===== config.mk =====
export PLATFORM = sky130hd
export DESIGN_NAME = ip_result_cache_round_robin_core
export DESIGN_NICKNAME = d
export VERILOG_FILES = /design/src/rtl/iprc_pkg.sv /design/src/rtl/iprc_ctrl.sv /design/src/rtl/iprc_dp.sv /design/src/rtl/ip_result_cache_round_robin_core.sv
export SDC_FILE = /design/constraint.sdc
export NUM_CORES = 2
export LEC_CHECK = 0
export BUFFER_PORTS_ARGS = -buffer_cell sky130_fd_sc_hd__buf_2
export CORE_AREA = 2 2 422 424
export DETAILED_ROUTE_END_ITERATION = 6
export DIE_AREA = 0 0 424 426
export GPL_ROUTABILITY_DRIVEN = 0
export GPL_TIMING_DRIVEN = 1
export PLACE_DENSITY = 0.75
export SLEW_MARGIN = 20
export SYNTH_ARGS = -nofsm -noshare
export SYNTH_HDL_FRONTEND = slang
export SYNTH_SLANG_ARGS = --single-unit

===== constraint.sdc =====
create_clock -name clk_i -period 5.7 [get_ports clk_i]
set_clock_uncertainty 0.05 [all_clocks]
set_input_delay 0.285 -clock clk_i [delete_from_list [all_inputs] [get_ports clk_i]]
set_output_delay 0.285 -clock clk_i [all_outputs]
set_load 0.02 [all_outputs]

===== src/rtl/iprc_pkg.sv =====
`default_nettype none

package iprc_pkg;

  // Commands from the controller to the datapath.
  typedef struct packed {
    logic load;      // latch a new item and restart the scan
    logic scan;      // step the key scan by one entry
    logic sel_hit;   // take the matching entry as the target slot
    logic sel_miss;  // take the replacement pointer as the target slot
    logic wr;        // write key and payload into the target slot
    logic rd;        // read the payload of the target slot
    logic resp;      // load the result registers and strobe them
  } iprc_cmd_t;

  // Status from the datapath to the controller.
  typedef struct packed {
    logic ip_zero;   // latched address is zero
    logic insert;    // latched command is an insert
    logic match;     // the entry under compare holds the address
    logic last;      // the entry under compare is the final one
  } iprc_sts_t;

  localparam logic CmdLookup = 1'b0;
  localparam logic CmdInsert = 1'b1;

endpackage

`default_nettype wire


===== src/rtl/iprc_ctrl.sv =====
`default_nettype none

module iprc_ctrl (
  input  wire logic                clk_i,
  input  wire logic                rst_ni,
  input  wire logic                start_i,
  output logic                     busy_o,
  input  wire iprc_pkg::iprc_sts_t sts_i,
  output iprc_pkg::iprc_cmd_t      cmd_o
);

  localparam logic [2:0] StIdle  = 3'd0;
  localparam logic [2:0] StScan  = 3'd1;
  localparam logic [2:0] StWrite = 3'd2;
  localparam logic [2:0] StRead  = 3'd3;
  localparam logic [2:0] StFin   = 3'd4;

  logic [2:0] state_q, state_d;

  assign busy_o = (state_q != StIdle);

  // Next state and command decode.
  always_comb begin
    state_d = state_q;
    cmd_o   = '0;
    unique case (state_q)
      StIdle: begin
        if (start_i) begin
          cmd_o.load = 1'b1;
          state_d    = StScan;
        end
      end
      StScan: begin
        if (sts_i.ip_zero) begin
          state_d = StFin;
        end else if (sts_i.match) begin
          cmd_o.sel_hit = 1'b1;
          state_d = (sts_i.insert == iprc_pkg::CmdInsert) ? StWrite : StRead;
        end else if (sts_i.last) begin
          cmd_o.sel_miss = 1'b1;
          state_d = (sts_i.insert == iprc_pkg::CmdInsert) ? StWrite : StFin;
        end else begin
          cmd_o.scan = 1'b1;
        end
      end
      StWrite: begin
        cmd_o.wr = 1'b1;
        state_d  = StFin;
      end
      StRead: begin
        cmd_o.rd = 1'b1;
        state_d  = StFin;
      end
      StFin: begin
        cmd_o.resp = 1'b1;
        state_d    = StIdle;
      end
      default: begin
        state_d = StIdle;
      end
    endcase
  end

  always_ff @(posedge clk_i or negedge rst_ni) begin
    if (!rst_ni) begin
      state_q <= StIdle;
    end else begin
      state_q <= state_d;
    end
  end

endmodule

`default_nettype wire


===== src/rtl/iprc_dp.sv =====
`default_nettype none

module iprc_dp #(
  parameter int unsigned ENTRIES      = 24,
  parameter int unsigned PAYLOAD_BITS = 64
) (
  input  wire logic                    clk_i,
  input  wire logic                    rst_ni,
  input  wire iprc_pkg::iprc_cmd_t     cmd_i,
  output iprc_pkg::iprc_sts_t          sts_o,
  input  wire logic                    op_i,
  input  wire logic [31:0]             ip_i,
  input  wire logic [PAYLOAD_BITS-1:0] payload_in_i,
  output logic                         done_o,
  output logic                         hit_o,
  output logic [PAYLOAD_BITS-1:0]      payload_out_o,
  output logic                         is_private_o
);

  localparam int unsigned IdxW = $clog2(ENTRIES);
  localparam logic [IdxW-1:0] LastIdx = IdxW'(ENTRIES - 1);

  localparam logic [7:0] OctTen     = 8'd10;
  localparam logic [7:0] OctC192    = 8'd192;
  localparam logic [7:0] OctC168    = 8'd168;
  localparam logic [7:0] OctC172    = 8'd172;
  localparam logic [7:0] OctLoop    = 8'd127;
  localparam logic [7:0] OctC169    = 8'd169;
  localparam logic [7:0] OctC254    = 8'd254;
  localparam logic [7:0] OctCgn     = 8'd100;
  localparam logic [7:0] OctMcast   = 8'd224;

  // Non-public range check on the first two octets.
  function automatic logic non_public(input logic [31:0] addr);
    logic [7:0] a;
    logic [7:0] b;
    a = addr[31:24];
    b = addr[23:16];
    non_public = (a == OctTen)
              || (a == OctC192 && b == OctC168)
              || (a == OctC172 && b[7:4] == 4'h1)
              || (a == OctLoop)
              || (a == OctC169 && b == OctC254)
              || (a == OctCgn && b[7:6] == 2'b01)
              || (a == 8'd0)
              || (a >= OctMcast);
  endfunction

  // Item registers.
  logic                    op_q;
  logic [31:0]             ip_q;
  logic [PAYLOAD_BITS-1:0] pay_q;

  // Stores and their read registers.
  logic [31:0]             key_mem [ENTRIES];
  logic [PAYLOAD_BITS-1:0] pay_mem [ENTRIES];
  logic [ENTRIES-1:0]      valid_q;
  logic [31:0]             key_rd_q;
  logic                    vld_rd_q;
  logic [PAYLOAD_BITS-1:0] pay_rd_q;

  // Scan and slot control.
  logic [IdxW-1:0] scan_q;
  logic            scan_done_q;
  logic [IdxW-1:0] cmp_idx_q;
  logic            cmp_ok_q;
  logic [IdxW-1:0] slot_q;
  logic [IdxW-1:0] ptr_q;
  logic            hit_q;
  logic            issue;

  assign issue = cmd_i.scan && !scan_done_q;

  assign sts_o.ip_zero = (ip_q == 32'd0);
  assign sts_o.insert  = op_q;
  assign sts_o.match   = cmp_ok_q && vld_rd_q && (key_rd_q == ip_q);
  assign sts_o.last    = cmp_ok_q && (cmp_idx_q == LastIdx);

  // Latch the item when it is accepted.
  always_ff @(posedge clk_i) begin
    if (cmd_i.load) begin
      op_q  <= op_i;
      ip_q  <= ip_i;
      pay_q <= payload_in_i;
    end
  end

  // Key and payload memories: one write port, registered reads.
  always_ff @(posedge clk_i) begin
    if (cmd_i.wr) begin
      key_mem[slot_q] <= ip_q;
      pay_mem[slot_q] <= pay_q;
    end
    if (issue) begin
      key_rd_q <= key_mem[scan_q];
    end
    if (cmd_i.rd) begin
      pay_rd_q <= pay_mem[slot_q];
    end
  end

  // Valid bits, scan sequencing, target slot and replacement pointer.
  // No scan step is issued in the load cycle, so the compare flag drops there too.
  always_ff @(posedge clk_i or negedge rst_ni) begin
    if (!rst_ni) begin
      valid_q     <= '0;
      vld_rd_q    <= 1'b0;
      scan_q      <= '0;
      scan_done_q <= 1'b0;
      cmp_idx_q   <= '0;
      cmp_ok_q    <= 1'b0;
      slot_q      <= '0;
      ptr_q       <= '0;
      hit_q       <= 1'b0;
    end else begin
      cmp_ok_q <= issue;
      if (cmd_i.load) begin
        scan_q      <= '0;
        scan_done_q <= 1'b0;
        hit_q       <= 1'b0;
      end else if (issue) begin
        vld_rd_q  <= valid_q[scan_q];
        cmp_idx_q <= scan_q;
        if (scan_q == LastIdx) begin
          scan_done_q <= 1'b1;
        end else begin
          scan_q <= scan_q + 1'b1;
        end
      end
      if (cmd_i.sel_hit) begin
        slot_q <= cmp_idx_q;
        hit_q  <= 1'b1;
      end
      if (cmd_i.sel_miss) begin
        slot_q <= ptr_q;
        hit_q  <= 1'b0;
      end
      if (cmd_i.wr) begin
        valid_q[slot_q] <= 1'b1;
        if (!hit_q) begin
          ptr_q <= (ptr_q == LastIdx) ? '0 : ptr_q + 1'b1;
        end
      end
    end
  end

  // Result registers, strobed for one cycle.
  always_ff @(posedge clk_i or negedge rst_ni) begin
    if (!rst_ni) begin
      done_o <= 1'b0;
    end else begin
      done_o <= cmd_i.resp;
    end
  end

  always_ff @(posedge clk_i) begin
    if (cmd_i.resp) begin
      hit_o         <= hit_q;
      payload_out_o <= (hit_q && op_q == iprc_pkg::CmdLookup) ? pay_rd_q : '0;
      is_private_o  <= non_public(ip_q);
    end
  end

endmodule

`default_nettype wire


===== src/rtl/ip_result_cache_round_robin_core.sv =====
// Steps: key scan (skipped for a zero address), a write or read if needed, then the result;
// the sequential key scan reads one entry per cycle from the key memory.
// Throughput: one item at a time, a new item is taken only while busy_o is low.
// Reset clears all valid bits, the replacement pointer and the controller at once;
// the receiver cannot stall, each result is shown for exactly one cycle.
`default_nettype none

module ip_result_cache_round_robin_core #(
  parameter int unsigned ENTRIES      = 24,
  parameter int unsigned PAYLOAD_BITS = 64
) (
  input  wire logic                    clk_i,
  input  wire logic                    rst_ni,
  input  wire logic                    start_i,
  output logic                         busy_o,
  input  wire logic                    cmd_i,
  input  wire logic [31:0]             ip_i,
  input  wire logic [PAYLOAD_BITS-1:0] payload_in_i,
  output logic                         done_o,
  output logic                         hit_o,
  output logic [PAYLOAD_BITS-1:0]      payload_out_o,
  output logic                         is_private_o
);

  iprc_pkg::iprc_cmd_t ctl_cmd;
  iprc_pkg::iprc_sts_t ctl_sts;

  // Sequencer for scan, update and response.
  iprc_ctrl u_ctrl (
    .clk_i   (clk_i),
    .rst_ni  (rst_ni),
    .start_i (start_i),
    .busy_o  (busy_o),
    .sts_i   (ctl_sts),
    .cmd_o   (ctl_cmd)
  );

  // Stores, comparator and result registers.
  iprc_dp #(
    .ENTRIES      (ENTRIES),
    .PAYLOAD_BITS (PAYLOAD_BITS)
  ) u_dp (
    .clk_i         (clk_i),
    .rst_ni        (rst_ni),
    .cmd_i         (ctl_cmd),
    .sts_o         (ctl_sts),
    .op_i          (cmd_i),
    .ip_i          (ip_i),
    .payload_in_i  (payload_in_i),
    .done_o        (done_o),
    .hit_o         (hit_o),
    .payload_out_o (payload_out_o),
    .is_private_o  (is_private_o)
  );

endmodule

`default_nettype wire

* After elaboration in Yosys (flattened, before gate mapping) *
Memory sizes are Yosys's and may differ from the RTL's. A register that Yosys moved wholly into a read port is not among the register bits.
Cells that the tools add are included.

operators by class
  $add $sub $neg = 2
  order comparisons = 4
  equality and inequality tests = 21
  muxes and demuxes = 37
  bitwise gates (word level) = 4
  reduce and logical (&&, ||, !) cells = 32

operator list
  cell                   count
  $eq A8 B8 Y1 const B   5
  $eq A32 B32 Y1         1
  $logic_not A32 Y1      1
  $mux W5                6
  $or A24 B24 Y24        1
  $mux W1                21
  $mux W3                7
  $eq A8 B7 Y1 const B   2
  $eq A5 B5 Y1 const B   3
  $lt A5 B6 Y1 const B   2
  $add A5 B1 Y5 const B  2
  $logic_and A1 B1 Y1    10
  $reduce_and A2 Y1      5
  $pmux W3 S3            1
  $eq A8 B4 Y1 const B   1
  $ge A8 B8 Y1 const B   1
  $logic_not A8 Y1       1
  $logic_or A1 B1 Y1     7
  $eq A3 B2 Y1 const B   2
  $reduce_bool A2 Y1     3
  $reduce_bool A3 Y1     2
  $bmux W1 S5            1
  $demux W1 S5           1
  $ge A5 B1 Y1 const B   1
  other kinds (10)       13

word-level totals
  register bits = 215
  RAM bits = 2304
  input port bits = 100
  word-level logic and storage cells = 119
  memories kept = 2

memory list
  name          words  bits a word  rd ports  clocked after Yosys merged registers in  write ports  line           source
  u_dp.pay_mem  24     64           1         1                                        1            iprc_dp.sv:56  logic [PAYLOAD_BITS-1:0] pay_mem [ENTRIES];
  u_dp.key_mem  24     32           1         1                                        1            iprc_dp.sv:55  logic [31:0] key_mem [ENTRIES];

* Longest topological paths before layout *
  depth in word-level cells = 9
  mapped depth = 8

* Modules after synthesis *
A second synthesis with hierarchy kept.

second synthesis, totals
  cell total of the unflattened synthesis = 4499
  area total of the unflattened synthesis = 98299.3 µm²

by module, submodules not included
  module     times used  cells an instance  area each (µm²)  seq. area each (µm²)
  iprc_dp    1           4477               98085.3          78190.0
  iprc_ctrl  1           22                 214.0            75.1

* Worst setup path after synthesis *
OpenSTA, ideal clock, no wires.

  kind = reg-to-reg
  start point = reg u_ctrl.state_q[2]
  end point = mem u_dp.key_mem[16][0], enable pin
  library setup time = 0.553 ns
  data arrival time = 5.402 ns
  slack = -0.305 ns
  cell stages (with the launch flop) = 5
  buffers on the path = 1
  path through = dfrtp_1 -> or3b_2 -> or3_1 -> clkbuf_1 -> nor2_1

on the way
  longest elaborated chain between the ends = 4

RTL lines
  item                           line             source
  start, declared                iprc_ctrl.sv:18  logic [2:0] state_q, state_d;
  start signal, assigned         iprc_ctrl.sv:66  state_q <= StIdle;
  start signal, assigned         iprc_ctrl.sv:68  state_q <= state_d;
  $eq A3 B2 Y1                   iprc_ctrl.sv:26  unique case (state_q)
  $mux W1                        iprc_ctrl.sv:26
  $mux W1                        iprc_dp.sv:90    if (cmd_i.wr) begin
  $mux W1 (not written as such)  iprc_dp.sv:91    key_mem[slot_q] <= ip_q;
  end, declared                  iprc_dp.sv:55

Every way passes these cells.

* Final worst setup path *
  start point = reg u_dp.ip_q[1]
  end point = reg u_dp.cmp_idx_q[0]

on the way
  longest elaborated chain between the ends = 7

RTL lines
  item                           line             source
  start, declared                iprc_dp.sv:51    logic [31:0] ip_q;
  start signal, assigned         iprc_dp.sv:83    ip_q <= ip_i;
  $eq A32 B32 Y1                 iprc_dp.sv:76    assign sts_o.match = cmp_ok_q && vld_rd_q && (key_rd_q == ip_q);
  $logic_and A1 B1 Y1            iprc_dp.sv:76
  $mux W1                        iprc_ctrl.sv:36  end else if (sts_i.match) begin
  $mux W3 *                      iprc_ctrl.sv:34  if (sts_i.ip_zero) begin
  $mux W3 *                      iprc_ctrl.sv:26
  $logic_and A1 B1 Y1 *          iprc_dp.sv:72    assign issue = cmd_i.scan && !scan_done_q;
  via u_dp.issue                 iprc_dp.sv:70    logic issue;
  $reduce_and A2 Y1 (no line) *  n/a
  end signal, assigned           iprc_dp.sv:123   cmp_idx_q <= scan_q;
  end, declared                  iprc_dp.sv:65    logic [IdxW-1:0] cmp_idx_q;

The timed path passes the listed nets; every way through them passes the cells marked *.
A chain may end at the register's enable or synchronous reset.

==> flow_summary.toml <==
[logic_synthesis]
async_reset_ff_frac = 0.01989
synth_flop_cell = "edfxtp_1"
synth-seq-cells = 2615
synth_fp_nets = 4314
netlist_area_um2 = 97910
syn_inst = 4212
yosysUniqueCellTypes = 56
ys_seq_area_frac = 0.7994
synth_edf_count = 2563
avgSynthCellArea_um2 = 23.25
synth_top_area_frac = 0.7861
yosys-top-cells-area = "edfxtp_1 79%, mux4_2 14%, dfrtp_1 1.3%"
yosys_warnings = 0
yosysTopAreaCell = "edfxtp_1"

[floorplan]
start_util = 0.5572
ios = 168
die_h_um = 426
die_area_um2 = 180600
fp-row-count = 154
chipWidth_um = 424
core_um2 = 175700

[hold_path]
min_path_type = "in -> reg"

[power_and_ir_drop]
seq_power_share = 0.507
power.internal_mw = 34.55
vdd_drop_max_mv = 0.3893
sw_frac_of_total = 0.2524
p_per_area_nw_per_um2 = 415.1
pwr-share-comb = 0.148
leakagePower_nw = 34.53
p_switching_mw = 11.66
power.total_mw = 46.21
p_clk_frac = 0.345

[layout]
layout_commonest_cell = "edfxtp_1"
multi_input_area_um2 = 18950
fin_nets = 4736
drive_above_1_share = 0.2844
seqCellArea_um2 = 78290
fin_cells = 7187
layout_common_cells = "2563 x edfxtp_1, 614 x mux4_2, 237 x clkbuf_16"
fillers = 11170
area_growth_pct = 13.70

[clocking]
cts-root-buf = "clkbuf_16"
numClockSinks = 2615
tritoncts = "built"
post_cts_buffers = 0
clk_path_buf_depth = 3
clk_pin_slew_ns = 0.06
clock_latency_ns = 0.89
htreeDepth = 4
cts_buffers = 236

[detailed_routing]
viasPerCell = 6.535
drtIter0Drc = 6549
drt-total-wl_um = 234800
first_pass_iters = 6
vias = 46960
wl_per_cell_um = 32.66
ant_nets = 0
drc = 0

[setup_path]
worst_setup_path_end_kind = "flop"
worstSetupPathType = "reg -> reg"
cp.arrival_ns = 4.71
cp_max_fo = 26
critical_path_required_ns = 6.41
r2r_slack_ns = 1.70
crit_path_start_kind = "flop"

[global_route]
grt_start_max_net_pins = 158
grt_usage = 0.2622
grt_overflow = 0
antenna_found_initial = 1
grt_pass1_wl_um = 338200
grt_pass1_vias = 47810

[place]
dp_cells = 6620
hpwl_um = 110100
place_ws_ns = 1.750
io_buffer_count = 167

[timing]
worstMarginPinSlew_ns = 1.196
worst_slack_ns = 1.702
finalSetupViolations = 0
drv_slew = 0
fmax_mhz = 250.2
hold_viol_final = 0
finalCritPeriodShare = 0.7013
relSlewSlack = 0.1986
rsz0062_at_grt = "no"
whs_ns = 0.04858
fin_crit_ns = 3.998

[run_status]
outcome = "completed"

[job]
drv_cap = 0
repair_timing:
item	CTS	global route
hold buffers	115	0
hold endpoints to repair	154	0
resized for setup	0	0
metrics by stage:
step / TNS (ns) / util / instance area, um^2
finish: 0 / 0.6335 / 111300
global route: 0 / 0.6334 / 111300
CTS: 0 / 0.6333 / 111300
detailed placement: 0 / 0.5823 / 102300
global placement: 0 / 0.5823 / 102300
floorplan: -389.46 / - / 97920
power by group through the flow:
stage                     Clock (mW)  Combinational, mW  Sequential (mW)
after CTS                       16.1               6.89             23.4
final                           15.9               6.85             23.4
after floorplan                    0               5.05             23.3
after global placement             0               6.66             23.8
after detailed placement           0               6.72             23.8
after global routing            16.8               7.25             23.5
sequential cells by signal, indices dropped and copies added, names as in the netlist, 3 cells and up:
name / flops
u_dp.pay_rd_q: 64
u_dp.payload_out_o: 64
u_dp.pay_q: 64
u_dp.scan_q: 5
u_dp.slot_q: 5
u_dp.cmp_idx_q: 5
u_dp.key_mem: 768
u_dp.ip_q: 32
u_dp.ptr_q: 5
u_ctrl.state_q: 3
u_dp.valid_q: 24
u_dp.key_rd_q: 32
u_dp.pay_mem: 1536
metal layers:
layer,up-vias,GRT usage,routed length [um]
li1,18670,-,-
met1,24800,0.3595,86290
met2,3027,0.4267,116300
met3,473,0.04804,23440
met4,0,0.09781,8719
met5,-,0,0
area by class of cell:
class / instances / share of cell area
inverter: 7 / 0.0002810
tap: 2340 / 0.02630
multi-input combinational: 1380 / 0.1702
clock inverter: 148 / 0.01371
sequential: 2615 / 0.7033
clock buffer: 298 / 0.05641
timing repair buffer: 394 / 0.02971
antenna: 5 / 0.0001124
synthesized netlist by cell type (35+ instances only):
cell / number
a22oi_1: 128
a31oi_1: 35
and2_1: 65
buf_2: 68
clkbuf_1: 111
dfrtp_1: 52
edfxtp_1: 2563
mux2_2: 69
mux4_2: 614
nand2_1: 147
nand3_1: 72
nor2_1: 65
path summary, 6_finish.rpt:
check	endpoint	cells after the start	start
max	u_dp.cmp_idx_q[0]	7	u_dp.ip_q[1]
max reg2reg	u_dp.cmp_idx_q[0]	7	u_dp.ip_q[1]
min reg2reg	u_dp.valid_q[4]	1	u_dp.valid_q[4]
max in group asynchronous	u_dp.slot_q[0]	4	rst_ni
min in group asynchronous	u_dp.valid_q[8]	4	rst_ni
min	u_dp.pay_q[42]	2	payload_in_i[42]
critical path: stages (launching register included):
cell	delay [ns]
edfxtp_1	0.73
nor4_1	0.75
nand4_1	0.36
o311ai_2	0.90
or3_4	0.30
nor2_4	0.11
buf_4	0.29
mux2_1	0.37
kinds of logic (layout without fill, tap and decap cells):
family,after synthesis,after routing,share of synthesized area
buf+inv,217,847,0.009495
mux,692,692,0.1502
fa+ha+maj,2,2,0.0002555
simple gates,462,462,0.02359
flops,2615,2615,0.7994
xor+xnor,32,32,0.002863
other cells,0,5,0
compound gates,192,192,0.01427
(Power assumes the default switching activity.)
